### src/rtl/ilpp_pkg.sv
// ---------------------------------------------------------------------------
// ilpp_pkg
// Types and constants shared by the IPv6 literal and port parser.
// ---------------------------------------------------------------------------
package ilpp_pkg;

    localparam int GROUPS      = 8;
    localparam int GROUP_W     = 16;
    localparam int ADDR_W      = GROUPS * GROUP_W;
    localparam int HALF_W      = ADDR_W / 2;
    localparam int PORT_W      = 27;
    localparam int PLEN_W      = 4;
    localparam int COUNT_W     = 4;
    localparam int DIGITS_W    = 3;

    // longest port text that still counts as a port
    localparam logic [PLEN_W-1:0] PORT_TEXT_MAX = 4'd8;
    localparam logic [PLEN_W-1:0] PLEN_SAT      = 4'd15;
    localparam logic [COUNT_W-1:0] GROUPS_FULL  = 4'd8;
    localparam logic [DIGITS_W-1:0] GROUP_DIGITS = 3'd4;

    localparam logic [7:0] CH_OPEN   = 8'h5B;
    localparam logic [7:0] CH_CLOSE  = 8'h5D;
    localparam logic [7:0] CH_COLON  = 8'h3A;
    localparam logic [7:0] CH_SLASH  = 8'h2F;
    localparam logic [7:0] CH_0      = 8'h30;
    localparam logic [7:0] CH_9      = 8'h39;
    localparam logic [7:0] CH_LA     = 8'h61;
    localparam logic [7:0] CH_LF     = 8'h66;
    localparam logic [7:0] CH_UA     = 8'h41;
    localparam logic [7:0] CH_UF     = 8'h46;

    typedef enum logic [2:0] {
        PH_WAIT = 3'd0,
        PH_ADDR = 3'd1,
        PH_SKIP = 3'd2,
        PH_PORT = 3'd3,
        PH_DONE = 3'd4
    } phase_t;

    // one classified character
    typedef struct packed {
        logic       hex_ok;
        logic       is_digit;
        logic [3:0] nibble;
        logic       is_colon;
        logic       is_open;
        logic       is_close;
        logic       is_slash;
        logic       last;
    } item_t;

endpackage

### src/rtl/ilpp_front.sv
// ---------------------------------------------------------------------------
// ilpp_front
// Classifies each incoming character into digit, hex and delimiter flags.
// ---------------------------------------------------------------------------
module ilpp_front (
    input  logic [7:0]     char_code,
    input  logic           last_char,
    output ilpp_pkg::item_t item
);

    logic is_dec;
    logic is_alpha;

    always_comb
    begin
        is_dec   = char_code inside {[ilpp_pkg::CH_0:ilpp_pkg::CH_9]};
        is_alpha = char_code inside {[ilpp_pkg::CH_LA:ilpp_pkg::CH_LF],
                                     [ilpp_pkg::CH_UA:ilpp_pkg::CH_UF]};

        item.hex_ok   = is_dec | is_alpha;
        item.is_digit = is_dec;
        // letters a..f / A..F have low nibble 1..6
        item.nibble   = is_alpha ? (char_code[3:0] + 4'd9) : char_code[3:0];
        item.is_colon = (char_code == ilpp_pkg::CH_COLON);
        item.is_open  = (char_code == ilpp_pkg::CH_OPEN);
        item.is_close = (char_code == ilpp_pkg::CH_CLOSE);
        item.is_slash = (char_code == ilpp_pkg::CH_SLASH);
        item.last     = last_char;
    end

endmodule

### src/rtl/ilpp_queue.sv
// ---------------------------------------------------------------------------
// ilpp_queue
// Two-entry queue between the classifier and the parser.
// ---------------------------------------------------------------------------
module ilpp_queue (
    input  logic            clk,
    input  logic            rst_n,
    input  logic            push,
    input  ilpp_pkg::item_t push_item,
    output logic            full,
    input  logic            pop,
    output logic            avail,
    output ilpp_pkg::item_t head
);

    ilpp_pkg::item_t entry_reg [2];
    logic       wr_ptr_reg, wr_ptr_next;
    logic       rd_ptr_reg, rd_ptr_next;
    logic [1:0] count_reg, count_next;
    logic       do_push;
    logic       do_pop;

    assign full  = (count_reg == 2'd2);
    assign avail = (count_reg != 2'd0);
    assign head  = entry_reg[rd_ptr_reg];

    always_comb
    begin
        do_push     = push & ~full;
        do_pop      = pop & avail;
        wr_ptr_next = wr_ptr_reg ^ do_push;
        rd_ptr_next = rd_ptr_reg ^ do_pop;
        count_next  = count_reg + {1'b0, do_push} - {1'b0, do_pop};
    end

    always_ff @(posedge clk or negedge rst_n)
    begin
        if (!rst_n)
        begin
            wr_ptr_reg <= 1'b0;
            rd_ptr_reg <= 1'b0;
            count_reg  <= 2'd0;
        end
        else
        begin
            wr_ptr_reg <= wr_ptr_next;
            rd_ptr_reg <= rd_ptr_next;
            count_reg  <= count_next;
        end
    end

    always_ff @(posedge clk)
    begin
        if (do_push)
        begin
            entry_reg[wr_ptr_reg] <= push_item;
        end
    end

endmodule

### src/rtl/ilpp_back.sv
// ---------------------------------------------------------------------------
// ilpp_back
// Parse sequencer: address groups, gap, port digits, and the result register.
// ---------------------------------------------------------------------------
module ilpp_back (
    input  logic                         clk,
    input  logic                         rst_n,
    input  logic                         avail,
    input  ilpp_pkg::item_t              head,
    output logic                         pop,
    output logic                         out_valid,
    input  logic                         out_stall,
    output logic [ilpp_pkg::HALF_W-1:0]  addr_high,
    output logic [ilpp_pkg::HALF_W-1:0]  addr_low,
    output logic                         addr_error,
    output logic [ilpp_pkg::PORT_W-1:0]  port_value,
    output logic                         port_found
);

    // groups before the gap sit at their final slot; groups after it shift in
    // from the bottom, so the two never overlap and the address is their OR
    logic [ilpp_pkg::GROUP_W-1:0]  pre_reg  [ilpp_pkg::GROUPS];
    logic [ilpp_pkg::GROUP_W-1:0]  pre_next [ilpp_pkg::GROUPS];
    logic [ilpp_pkg::ADDR_W-1:0]   post_reg, post_next;
    logic [ilpp_pkg::COUNT_W-1:0]  count_reg, count_next;
    logic [ilpp_pkg::GROUP_W-1:0]  accum_reg, accum_next;
    logic [ilpp_pkg::DIGITS_W-1:0] digits_reg, digits_next;
    logic [ilpp_pkg::COUNT_W-1:0]  gap_pos_reg, gap_pos_next;
    logic                          gap_reg, gap_next;
    ilpp_pkg::phase_t              phase_reg, phase_next;
    logic [ilpp_pkg::PORT_W-1:0]   port_reg, port_next;
    logic [ilpp_pkg::PLEN_W-1:0]   plen_reg, plen_next;
    logic                          pdone_reg, pdone_next;
    logic                          err_reg, err_next;
    logic                          colon_reg, colon_next;

    logic                          ovalid_reg, ovalid_next;
    logic [ilpp_pkg::HALF_W-1:0]   hi_reg, hi_next;
    logic [ilpp_pkg::HALF_W-1:0]   lo_reg, lo_next;
    logic                          bad_reg, bad_next;
    logic [ilpp_pkg::PORT_W-1:0]   pval_reg, pval_next;
    logic                          found_reg, found_next;

    logic                          do_commit;
    logic                          check_close;
    logic                          finish;
    logic                          bad;
    logic                          found;
    logic [ilpp_pkg::ADDR_W-1:0]   addr_flat;

    assign out_valid  = ovalid_reg;
    assign addr_high  = hi_reg;
    assign addr_low   = lo_reg;
    assign addr_error = bad_reg;
    assign port_value = pval_reg;
    assign port_found = found_reg;

    // a last character needs the result slot free (or freeing this cycle)
    assign pop    = avail & (~head.last | ~ovalid_reg | ~out_stall);
    assign finish = pop & head.last;

    always_comb
    begin
        pre_next     = pre_reg;
        post_next    = post_reg;
        count_next   = count_reg;
        accum_next   = accum_reg;
        digits_next  = digits_reg;
        gap_pos_next = gap_pos_reg;
        gap_next     = gap_reg;
        phase_next   = phase_reg;
        port_next    = port_reg;
        plen_next    = plen_reg;
        pdone_next   = pdone_reg;
        err_next     = err_reg;
        colon_next   = colon_reg;
        do_commit    = 1'b0;
        check_close  = 1'b0;

        if (pop)
        begin
            case (phase_reg)
                ilpp_pkg::PH_WAIT:
                begin
                    if (head.is_open)
                    begin
                        phase_next = ilpp_pkg::PH_ADDR;
                    end
                end
                ilpp_pkg::PH_ADDR:
                begin
                    if (head.is_close)
                    begin
                        phase_next = ilpp_pkg::PH_SKIP;
                        if (!err_reg)
                        begin
                            check_close = 1'b1;
                            if (digits_reg != '0)
                            begin
                                do_commit = 1'b1;
                            end
                            else if (!(colon_reg && gap_reg && gap_pos_reg == count_reg))
                            begin
                                err_next = 1'b1;
                            end
                        end
                    end
                    else if (!err_reg)
                    begin
                        if (head.hex_ok)
                        begin
                            if (colon_reg && count_reg == '0 && !gap_reg)
                            begin
                                err_next = 1'b1;
                            end
                            else if (digits_reg >= ilpp_pkg::GROUP_DIGITS)
                            begin
                                err_next = 1'b1;
                            end
                            else
                            begin
                                accum_next  = {accum_reg[ilpp_pkg::GROUP_W-5:0], head.nibble};
                                digits_next = digits_reg + 3'd1;
                                colon_next  = 1'b0;
                            end
                        end
                        else if (head.is_colon)
                        begin
                            if (colon_reg)
                            begin
                                if (gap_reg)
                                begin
                                    err_next = 1'b1;
                                end
                                else
                                begin
                                    gap_next     = 1'b1;
                                    gap_pos_next = count_reg;
                                end
                            end
                            else if (digits_reg == '0)
                            begin
                                // lone leading colon is fine only as start of a gap
                                if (count_reg == '0 && !gap_reg)
                                begin
                                    colon_next = 1'b1;
                                end
                                else
                                begin
                                    err_next = 1'b1;
                                end
                            end
                            else
                            begin
                                do_commit  = 1'b1;
                                colon_next = 1'b1;
                            end
                        end
                        else
                        begin
                            err_next = 1'b1;
                        end
                    end
                end
                ilpp_pkg::PH_SKIP:
                begin
                    phase_next = ilpp_pkg::PH_PORT;
                end
                ilpp_pkg::PH_PORT:
                begin
                    if (head.is_slash)
                    begin
                        phase_next = ilpp_pkg::PH_DONE;
                    end
                    else
                    begin
                        if (plen_reg != ilpp_pkg::PLEN_SAT)
                        begin
                            plen_next = plen_reg + 4'd1;
                        end
                        if (!pdone_reg)
                        begin
                            if (head.is_digit)
                            begin
                                // x*10 = x*8 + x*2, wraps at the port width
                                port_next = {port_reg[ilpp_pkg::PORT_W-4:0], 3'b000}
                                          + {port_reg[ilpp_pkg::PORT_W-2:0], 1'b0}
                                          + {{(ilpp_pkg::PORT_W-4){1'b0}}, head.nibble};
                            end
                            else
                            begin
                                pdone_next = 1'b1;
                            end
                        end
                    end
                end
                default:
                begin
                end
            endcase
        end

        if (do_commit)
        begin
            if (count_reg >= ilpp_pkg::GROUPS_FULL)
            begin
                err_next = 1'b1;
            end
            else
            begin
                if (!gap_reg)
                begin
                    pre_next[count_reg[2:0]] = accum_reg;
                end
                else
                begin
                    post_next = {post_reg[ilpp_pkg::ADDR_W-ilpp_pkg::GROUP_W-1:0], accum_reg};
                end
                count_next  = count_reg + 4'd1;
                accum_next  = '0;
                digits_next = '0;
            end
        end

        if (check_close)
        begin
            if (gap_next ? (count_next >= ilpp_pkg::GROUPS_FULL)
                         : (count_next != ilpp_pkg::GROUPS_FULL))
            begin
                err_next = 1'b1;
            end
        end

        bad   = err_next || phase_next == ilpp_pkg::PH_WAIT || phase_next == ilpp_pkg::PH_ADDR;
        found = (phase_next == ilpp_pkg::PH_DONE) && (plen_next <= ilpp_pkg::PORT_TEXT_MAX);

        for (int k = 0; k < ilpp_pkg::GROUPS; k++)
        begin
            addr_flat[ilpp_pkg::ADDR_W-1-k*ilpp_pkg::GROUP_W -: ilpp_pkg::GROUP_W] = pre_next[k];
        end
        addr_flat = addr_flat | post_next;

        hi_next    = hi_reg;
        lo_next    = lo_reg;
        bad_next   = bad_reg;
        pval_next  = pval_reg;
        found_next = found_reg;
        if (finish)
        begin
            hi_next    = bad ? '0 : addr_flat[ilpp_pkg::ADDR_W-1:ilpp_pkg::HALF_W];
            lo_next    = bad ? '0 : addr_flat[ilpp_pkg::HALF_W-1:0];
            bad_next   = bad;
            pval_next  = found ? port_next : '0;
            found_next = found;
        end

        if (finish)
        begin
            ovalid_next = 1'b1;
        end
        else if (!out_stall)
        begin
            ovalid_next = 1'b0;
        end
        else
        begin
            ovalid_next = ovalid_reg;
        end

        // URI done: back to the idle parse state for the next one
        if (finish)
        begin
            for (int k = 0; k < ilpp_pkg::GROUPS; k++)
            begin
                pre_next[k] = '0;
            end
            post_next    = '0;
            count_next   = '0;
            accum_next   = '0;
            digits_next  = '0;
            gap_pos_next = '0;
            gap_next     = 1'b0;
            phase_next   = ilpp_pkg::PH_WAIT;
            port_next    = '0;
            plen_next    = '0;
            pdone_next   = 1'b0;
            err_next     = 1'b0;
            colon_next   = 1'b0;
        end
    end

    always_ff @(posedge clk or negedge rst_n)
    begin
        if (!rst_n)
        begin
            for (int k = 0; k < ilpp_pkg::GROUPS; k++)
            begin
                pre_reg[k] <= '0;
            end
            post_reg    <= '0;
            count_reg   <= '0;
            accum_reg   <= '0;
            digits_reg  <= '0;
            gap_pos_reg <= '0;
            gap_reg     <= 1'b0;
            phase_reg   <= ilpp_pkg::PH_WAIT;
            port_reg    <= '0;
            plen_reg    <= '0;
            pdone_reg   <= 1'b0;
            err_reg     <= 1'b0;
            colon_reg   <= 1'b0;
            ovalid_reg  <= 1'b0;
        end
        else
        begin
            pre_reg     <= pre_next;
            post_reg    <= post_next;
            count_reg   <= count_next;
            accum_reg   <= accum_next;
            digits_reg  <= digits_next;
            gap_pos_reg <= gap_pos_next;
            gap_reg     <= gap_next;
            phase_reg   <= phase_next;
            port_reg    <= port_next;
            plen_reg    <= plen_next;
            pdone_reg   <= pdone_next;
            err_reg     <= err_next;
            colon_reg   <= colon_next;
            ovalid_reg  <= ovalid_next;
        end
    end

    always_ff @(posedge clk)
    begin
        hi_reg    <= hi_next;
        lo_reg    <= lo_next;
        bad_reg   <= bad_next;
        pval_reg  <= pval_next;
        found_reg <= found_next;
    end

endmodule

### src/rtl/ipv6_literal_and_port_parser.sv
// ---------------------------------------------------------------------------
// ipv6_literal_and_port_parser
// Parses a bracketed IPv6 literal and decimal port from a URI character stream.
// ---------------------------------------------------------------------------
// Throughput: one character per cycle, sustained while out_stall does not hold back a last character.
// Path: a last character is written into the queue entry, then popped by the parser,
//   which loads the result register and sets out_valid; a held result blocks that pop.
// The result register frees the parser while a finished transaction waits on out_stall.
// Reset: asynchronous, clears parse state, queue and result valid; no clearing pass.
module ipv6_literal_and_port_parser (
    input  logic                        clk,
    input  logic                        rst_n,
    input  logic                        in_valid,
    output logic                        in_stall,
    input  logic [7:0]                  char_code,
    input  logic                        last_char,
    output logic                        out_valid,
    input  logic                        out_stall,
    output logic [ilpp_pkg::HALF_W-1:0] addr_high,
    output logic [ilpp_pkg::HALF_W-1:0] addr_low,
    output logic                        addr_error,
    output logic [ilpp_pkg::PORT_W-1:0] port_value,
    output logic                        port_found
);

    ilpp_pkg::item_t in_item;
    ilpp_pkg::item_t head;
    logic            q_full;
    logic            q_avail;
    logic            q_pop;

    assign in_stall = q_full;

    ilpp_front u_front (
        .char_code (char_code),
        .last_char (last_char),
        .item      (in_item)
    );

    ilpp_queue u_queue (
        .clk       (clk),
        .rst_n     (rst_n),
        .push      (in_valid),
        .push_item (in_item),
        .full      (q_full),
        .pop       (q_pop),
        .avail     (q_avail),
        .head      (head)
    );

    ilpp_back u_back (
        .clk        (clk),
        .rst_n      (rst_n),
        .avail      (q_avail),
        .head       (head),
        .pop        (q_pop),
        .out_valid  (out_valid),
        .out_stall  (out_stall),
        .addr_high  (addr_high),
        .addr_low   (addr_low),
        .addr_error (addr_error),
        .port_value (port_value),
        .port_found (port_found)
    );

endmodule
### config.mk
export PLATFORM = sky130hd
export DESIGN_NAME = ipv6_literal_and_port_parser
export DESIGN_NICKNAME = d
export VERILOG_FILES = /design/src/rtl/ilpp_pkg.sv /design/src/rtl/ilpp_front.sv /design/src/rtl/ilpp_queue.sv /design/src/rtl/ilpp_back.sv /design/src/rtl/ipv6_literal_and_port_parser.sv
export SDC_FILE = /design/constraint.sdc
export NUM_CORES = 1
export LEC_CHECK = 0
export ABC_CLOCK_PERIOD_IN_PS = 9900
export BUFFER_PORTS_ARGS = -buffer_cell sky130_fd_sc_hd__buf_2
export CAP_MARGIN = 30
export CORE_ASPECT_RATIO = 0.5
export CORE_UTILIZATION = 61
export CTS_CLUSTER_DIAMETER = 80
export DETAILED_ROUTE_END_ITERATION = 6
export PLACE_DENSITY = 0.81
export SLEW_MARGIN = 20
export SYNTH_ARGS = -nofsm -noshare
export SYNTH_HDL_FRONTEND = slang
export SYNTH_HIERARCHICAL = 1
export SYNTH_SLANG_ARGS = --single-unit
### constraint.sdc
create_clock -name clk -period 9.9 [get_ports clk]
set_clock_uncertainty 0.15 [all_clocks]
set_input_delay 0.99 -clock clk [delete_from_list [all_inputs] [get_ports clk]]
set_output_delay 0.99 -clock clk [all_outputs]
set_load 0.005 [all_outputs]
## Word level (Yosys, flattened, before mapping)

Memory sizes are Yosys's and may differ from the RTL's.
Index checks and enable logic that the tools add are counted.

| cells by class | value |
|---|---|
| $mul | 0 |
| divide/modulo/power cells | 0 |
| eq/ne operators | 21 |
| reductions and logical operators | 29 |
| add/subtract/negate cells | 8 |
| muxes and demuxes | 126 |
| magnitude comparators | 12 |
| shift-type cells | 0 |
| bitwise logic cells | 15 |

Operators by type and width:

| cell | number |
|---|---|
| $mux W128 | 8 |
| $mux W16 | 11 |
| $mux W27 | 6 |
| $bwmux W128 | 1 |
| $or A128 B128 Y128 | 1 |
| $mux W4 | 18 |
| $mux W1 | 65 |
| $demux W16 S3 | 1 |
| $mux W3 | 15 |
| $add A27 B27 Y27 | 1 |
| $add A27 B4 Y27 | 1 |
| $eq A8 B6 Y1 const B | 2 |
| $eq A8 B7 Y1 const B | 2 |
| $ge A8 B7 Y1 const B | 2 |
| $le A8 B7 Y1 const B | 2 |
| $reduce_bool A2 Y1 | 7 |
| $ge A4 B4 Y1 const B | 3 |
| $pmux W3 S4 | 1 |
| $logic_and A1 B1 Y1 | 10 |
| $logic_not A3 Y1 | 3 |
| $add A4 B1 Y4 const B | 2 |
| $ge A8 B6 Y1 const B | 1 |
| $le A8 B6 Y1 const B | 1 |
| $ne A2 B1 Y1 const B | 4 |
| other kinds (27) | 43 |

| storage, ports and cells | value |
|---|---|
| bits in writable memories | 22 |
| memories kept | 1 |
| output and inout bits | 159 |
| input bits | 13 |
| memory bits (read-only) | 0 |
| register bits after elaboration | 483 |
| bits in latches | 0 |
| logic and storage cells | 241 |

Memory list:

| memory | words | bits a word | read ports | clocked after Yosys merged registers in | write ports | RTL line | source |
|---|---|---|---|---|---|---|---|
| u_queue.entry_reg | 2 | 11 | 1 | 0 | 1 | ilpp_queue.sv:16 | `ilpp_pkg::item_t entry_reg [2];` |

## Depth between registers and ports, before layout

| depth | value |
|---|---|
| depth in word-level cells | 17 |
| depth in mapped cells | 12 |
| depth with buffers taken out | 11 |

## Hierarchy

The synthesis kept the hierarchy.

Modules (own cells, without submodules):

| module | cells each | times used | seq. area each (um2) | area each (um2) |
|---|---|---|---|---|
| ilpp_back | 1,829 | 1 | 12,772.2 | 22,111.2 |
| ilpp_queue | 54 | 1 | 760.7 | 1,051.0 |
| ilpp_front | 33 | 1 | 0.0 | 272.8 |

## Least setup slack after synthesis

No wires, ideal clock.

| path | value |
|---|---|
| path kind | input-to-reg |
| from | in out_stall |
| to | reg u_back.bad_reg, in the netlist u_back/addr_error (enable) |
| setup slack | 2.857 ns |
| library setup time | 0.583 ns |
| stages | 7 |
| required time | 9.167 ns |
| arrival | 6.310 ns |
| path buffers | 3 |
| path through | and3_1 buf_2 nor2_1 nand2_1 inv_1 clkbuf_1 clkbuf_1 |

| on the way | value |
|---|---|
| cells in the longest elaborated chain, start to end | 4 |

RTL lines:

| item | RTL line | source |
|---|---|---|
| from (decl) | ipv6_literal_and_port_parser.sv:18 | `input logic out_stall,` |
| $not A1 Y1 | ilpp_back.sv:59 | `assign pop = avail & (~head.last \| ~ovalid_reg \| ~out_stall);` |
| $or A1 B1 Y1 | ilpp_back.sv:59 |  |
| $and A1 B1 Y1 | ilpp_back.sv:59 |  |
| named net q_pop | ipv6_literal_and_port_parser.sv:30 | `logic q_pop;` |
| $and A1 B1 Y1 | ilpp_back.sv:60 | `assign finish = pop & head.last;` |
| named net u_back.finish | ilpp_back.sv:46 | `logic finish;` |
| to (signal assigned) | ilpp_back.sv:337 | `bad_reg <= bad_next;` |
| to (decl) | ilpp_back.sv:40 | `logic bad_reg, bad_next;` |

The timed path passes the listed nets, and every way through them passes these cells.
A chain may end at the register's enable or synchronous reset.

==> impl_metrics.env <==
export IMPL_run_status="finished clean"
export IMPL_top_library_cells_by_usage_in_the_layout_fill_and_taps_aside="sky130_fd_sc_hd__nor2_1, sky130_fd_sc_hd__dfrtp_1, sky130_fd_sc_hd__mux2i_1"
export IMPL_synth_enable_flop_cells=179
export IMPL_floorplan_initialDensity=0.6233
export IMPL_worst_path_dominant_cell_family="simple AND/OR/NAND/NOR gates"
export IMPL_setup_cp_type="reg2reg"
export IMPL_antenna_found_initial=0
export IMPL_p_int_uw=3910
export IMPL_clk_root_buffer_cell="sky130_fd_sc_hd__clkbuf_16"
export IMPL_finalWirelength_microns=57030
export IMPL_cts_inserted_buffers=45
export IMPL_yosysSeqAreaShare=0.5775
export IMPL_chipWidth_microns=279.2
export IMPL_design_portCount=172
export IMPL_dieHeight_microns=140.6
export IMPL_grt_use_total=0.2900
export IMPL_clock_sinks=505
export IMPL_clkTransAtPathRegs_ns=0.07
export IMPL_wire_per_inst_microns=22.14
export IMPL_detail_route_first_pass_iterations=5
export IMPL_crit_path_end_kind="flip-flop"
export IMPL_async_reset_ff_frac=0.6455
export IMPL_count_of_port_buffers_added_during_placement=171
export IMPL_cp_data_required_time_ns=10.04
export IMPL_p_per_area_nw_per_um2=225.3
export IMPL_worstSkewPairLatency_ns=0.58
export IMPL_grt_overflow_total=0
export IMPL_multi_input_comb_area_sq_um=9092
export IMPL_cts_setup_buffers=0
export IMPL_timing_rr_start="u_queue/rd_ptr_reg$_DFF_PN0_"
export IMPL_hold_viol=0
export IMPL_crit_path_start="u_queue/rd_ptr_reg$_DFF_PN0_"
export IMPL_switching_share=0.3339
export IMPL_area_sequential_sq_um=13530
export IMPL_total_negative_setup_slacks_ns=0
export IMPL_clock_fmax_mhz=222.8
export IMPL_postSynthRegisterBits=505
export IMPL_drc_errors=0
export IMPL_worst_ir_drop_vdd_mv=0.2604
export IMPL_detailed_place_hpwl_microns=35370
export IMPL_tritoncts="done"
export IMPL_via_count=15640
export IMPL_critical_path_buf_inv_count=1
export IMPL_max_clock_path_buffers=3
export IMPL_layout_nets=2094
export IMPL_wire_length_of_the_first_global_routing_pass_microns=87810
export IMPL_ordered_cell_list_for_the_critical_path="mux2_2 > nor3b_2 > o21ai_2 > nor2_1 > and2_4 > buf_4 > mux2i_1 > a211oi_2"
export IMPL_synth_main_ff_cell="sky130_fd_sc_hd__dfrtp_1"
export IMPL_max_cap_viol_count=0
export IMPL_period_needed_ns=4.489
export IMPL_finalHoldWorstSlack_ns=0.2505
export IMPL_critical_path_slowest_cell="sky130_fd_sc_hd__dfrtp_1"
export IMPL_max_slew_worst_pin_slew_ns=1.120
export IMPL_drive_gt1_frac=0.2054
export IMPL_hold_path_class="in2async"
export IMPL_critical_path_max_stage_delay_ns=0.76
export IMPL_hold_buffers=0
export IMPL_pwr_share_clk=0.306
export IMPL_worstPathMaxFanout=45
export IMPL_nFillCells=2659
export IMPL_p_switching_uw=1960
export IMPL_cp_start_kind="flip-flop"
export IMPL_timing_final_crit_share=0.4534
export IMPL_pin_count_of_the_biggest_net_entering_global_routing=207
export IMPL_static_leakage_uw=0.01084
export IMPL_syn_avg_cell_area_sq_um=12.23
export IMPL_cts_repair_resize_count=0
export IMPL_ant_nets=0
export IMPL_syn_inst=1916
export IMPL_worst_slew_margin_rel=0.2535
export IMPL_first_iter_violations=1654
export IMPL_area_growth_synth_to_final_pct=11.17
export IMPL_synth_area_sq_um=23430
export IMPL_vias_per_inst=6.069
export IMPL_pwr_share_seq=0.466
export IMPL_finish_stage_setup_viols=0
export IMPL_design_die_area_sq_um=39250
export IMPL_gp_congestion=0.8817
export IMPL_synth_distinct_cells=77
export IMPL_regToRegSetupSlack_ns=5.41
export IMPL_reg2regPathDepth=8
export IMPL_r2r_end="u_back/addr_high[53]$_SDFFCE_PP0P_"
export IMPL_placement_row_count=50
export IMPL_h_tree_depth=2
export IMPL_layout_cells_most_common="sky130_fd_sc_hd__nor2_1"
export IMPL_first_global_vias=15320
export IMPL_slew_violations=0
export IMPL_grt_setup_unrepaired="false"
export IMPL_core_area_sq_um=37600
export IMPL_p_comb_frac=0.227
export IMPL_synth_fp_nets=1992
export IMPL_yosys_warnings=6
export IMPL_arrival_ns=4.63
[kinds of logic (layout without fill, tap and decap cells)]
family,count (synthesis),after routing,synth area share
and+or+nand+nor,561,561,0.1068
DFF,505,505,0.5775
AOI/OAI and AO/OA,331,331,0.1223
muxes,270,270,0.1175
buffers and inverters,169,308,0.03540
adders and majority gates,63,63,0.03428
xor gates and xnor gates,17,17,0.006353
other,0,1,0
[power by group through the flow]
stage | combinational (uW) | clock (uW) | sequential [uW]
3_3_place_gp | 1290 | 0 | 2780
6_report | 1330 | 1800 | 2740
3_5_place_dp | 1330 | 0 | 2780
5_1_grt | 1440 | 1900 | 2760
2_1_floorplan | 838 | 0 | 2770
4_1_cts | 1340 | 1820 | 2740
[layout make-up]
class	instances	share of cell area
well taps	520	0.02497
repair buffers	193	0.04341
clock buffers	68	0.05316
multi-input cells	1242	0.3490
diodes	1	0.00009605
flip-flops and latches	505	0.5194
inverters	31	0.004754
clock inverters	16	0.005187
[cells in the mapped netlist (5+ instances only)]
master,instances,area share
sky130_fd_sc_hd__a211oi_1,24,0.0077
sky130_fd_sc_hd__a211oi_2,103,0.055
sky130_fd_sc_hd__a21oi_1,84,0.018
sky130_fd_sc_hd__a311oi_2,16,0.010
sky130_fd_sc_hd__a31oi_1,10,0.0027
sky130_fd_sc_hd__and2_1,6,0.0016
sky130_fd_sc_hd__and3_1,10,0.0027
sky130_fd_sc_hd__buf_2,45,0.0096
sky130_fd_sc_hd__buf_4,9,0.0029
sky130_fd_sc_hd__buf_6,14,0.0067
sky130_fd_sc_hd__clkbuf_1,67,0.011
sky130_fd_sc_hd__dfrtp_1,326,0.35
sky130_fd_sc_hd__edfxtp_1,179,0.23
sky130_fd_sc_hd__ha_1,61,0.033
sky130_fd_sc_hd__inv_1,31,0.0050
sky130_fd_sc_hd__mux2_4,9,0.0058
sky130_fd_sc_hd__mux2i_1,257,0.11
sky130_fd_sc_hd__nand2_1,106,0.017
sky130_fd_sc_hd__nand2b_1,10,0.0027
sky130_fd_sc_hd__nand3_1,11,0.0023
sky130_fd_sc_hd__nand4_1,6,0.0016
sky130_fd_sc_hd__nor2_1,328,0.053
sky130_fd_sc_hd__nor2b_1,6,0.0016
sky130_fd_sc_hd__nor3_1,22,0.0047
sky130_fd_sc_hd__nor4_1,6,0.0016
sky130_fd_sc_hd__o211ai_1,6,0.0019
sky130_fd_sc_hd__o21a_1,8,0.0026
sky130_fd_sc_hd__o21ai_0,37,0.0079
sky130_fd_sc_hd__o31ai_1,5,0.0016
sky130_fd_sc_hd__or3_1,10,0.0027
sky130_fd_sc_hd__xnor2_1,7,0.0026
sky130_fd_sc_hd__xor2_1,10,0.0037
[metal layers]
| metal | GRT usage | vias to the layer above | part of all wire | wire, microns |
|---|---|---|---|---|
| met1 | 0.4155 | 7878 | 0.44 | 24850 |
| met2 | 0.4610 | 558 | 0.47 | 26970 |
| li1 | - | 7102 | - | - |
| met5 | 0 | - | 0 | 0 |
| met3 | 0.04558 | 97 | 0.063 | 3570 |
| met4 | 0.08936 | 0 | 0.029 | 1634 |
[worst max path at each step]
stage                                              end  slack [ns]  cells after the start
floorplan                  u_back/addr_error$_DFFE_PP_        2.86                      7
global placement    u_back/addr_high[32]$_SDFFCE_PP0P_        5.61                      8
detailed placement  u_back/addr_high[32]$_SDFFCE_PP0P_        5.47                      8
CTS                 u_back/addr_high[32]$_SDFFCE_PP0P_        5.46                      8
global route         u_back/addr_high[1]$_SDFFCE_PP0P_        5.20                      8
finish              u_back/addr_high[53]$_SDFFCE_PP0P_        5.41                      8
[per-stage QoR]
step | setup WS, ns | total power, uW | instances | utilization | cell area, sq um
final | 5.411 | 5870 | 2576 | 0.6929 | 26050
after global routing | 5.201 | 6098 | 2575 | 0.6929 | 26050
after CTS | 5.463 | 5893 | 2574 | 0.6925 | 26040
after detailed placement | 5.472 | 4105 | 2490 | 0.6520 | 24520
after global placement | 5.606 | 4065 | 2486 | 0.6498 | 24430
after floorplan | 2.857 | 3606 | 1916 | - | 23440
Power figures use the tool's default switching activity.
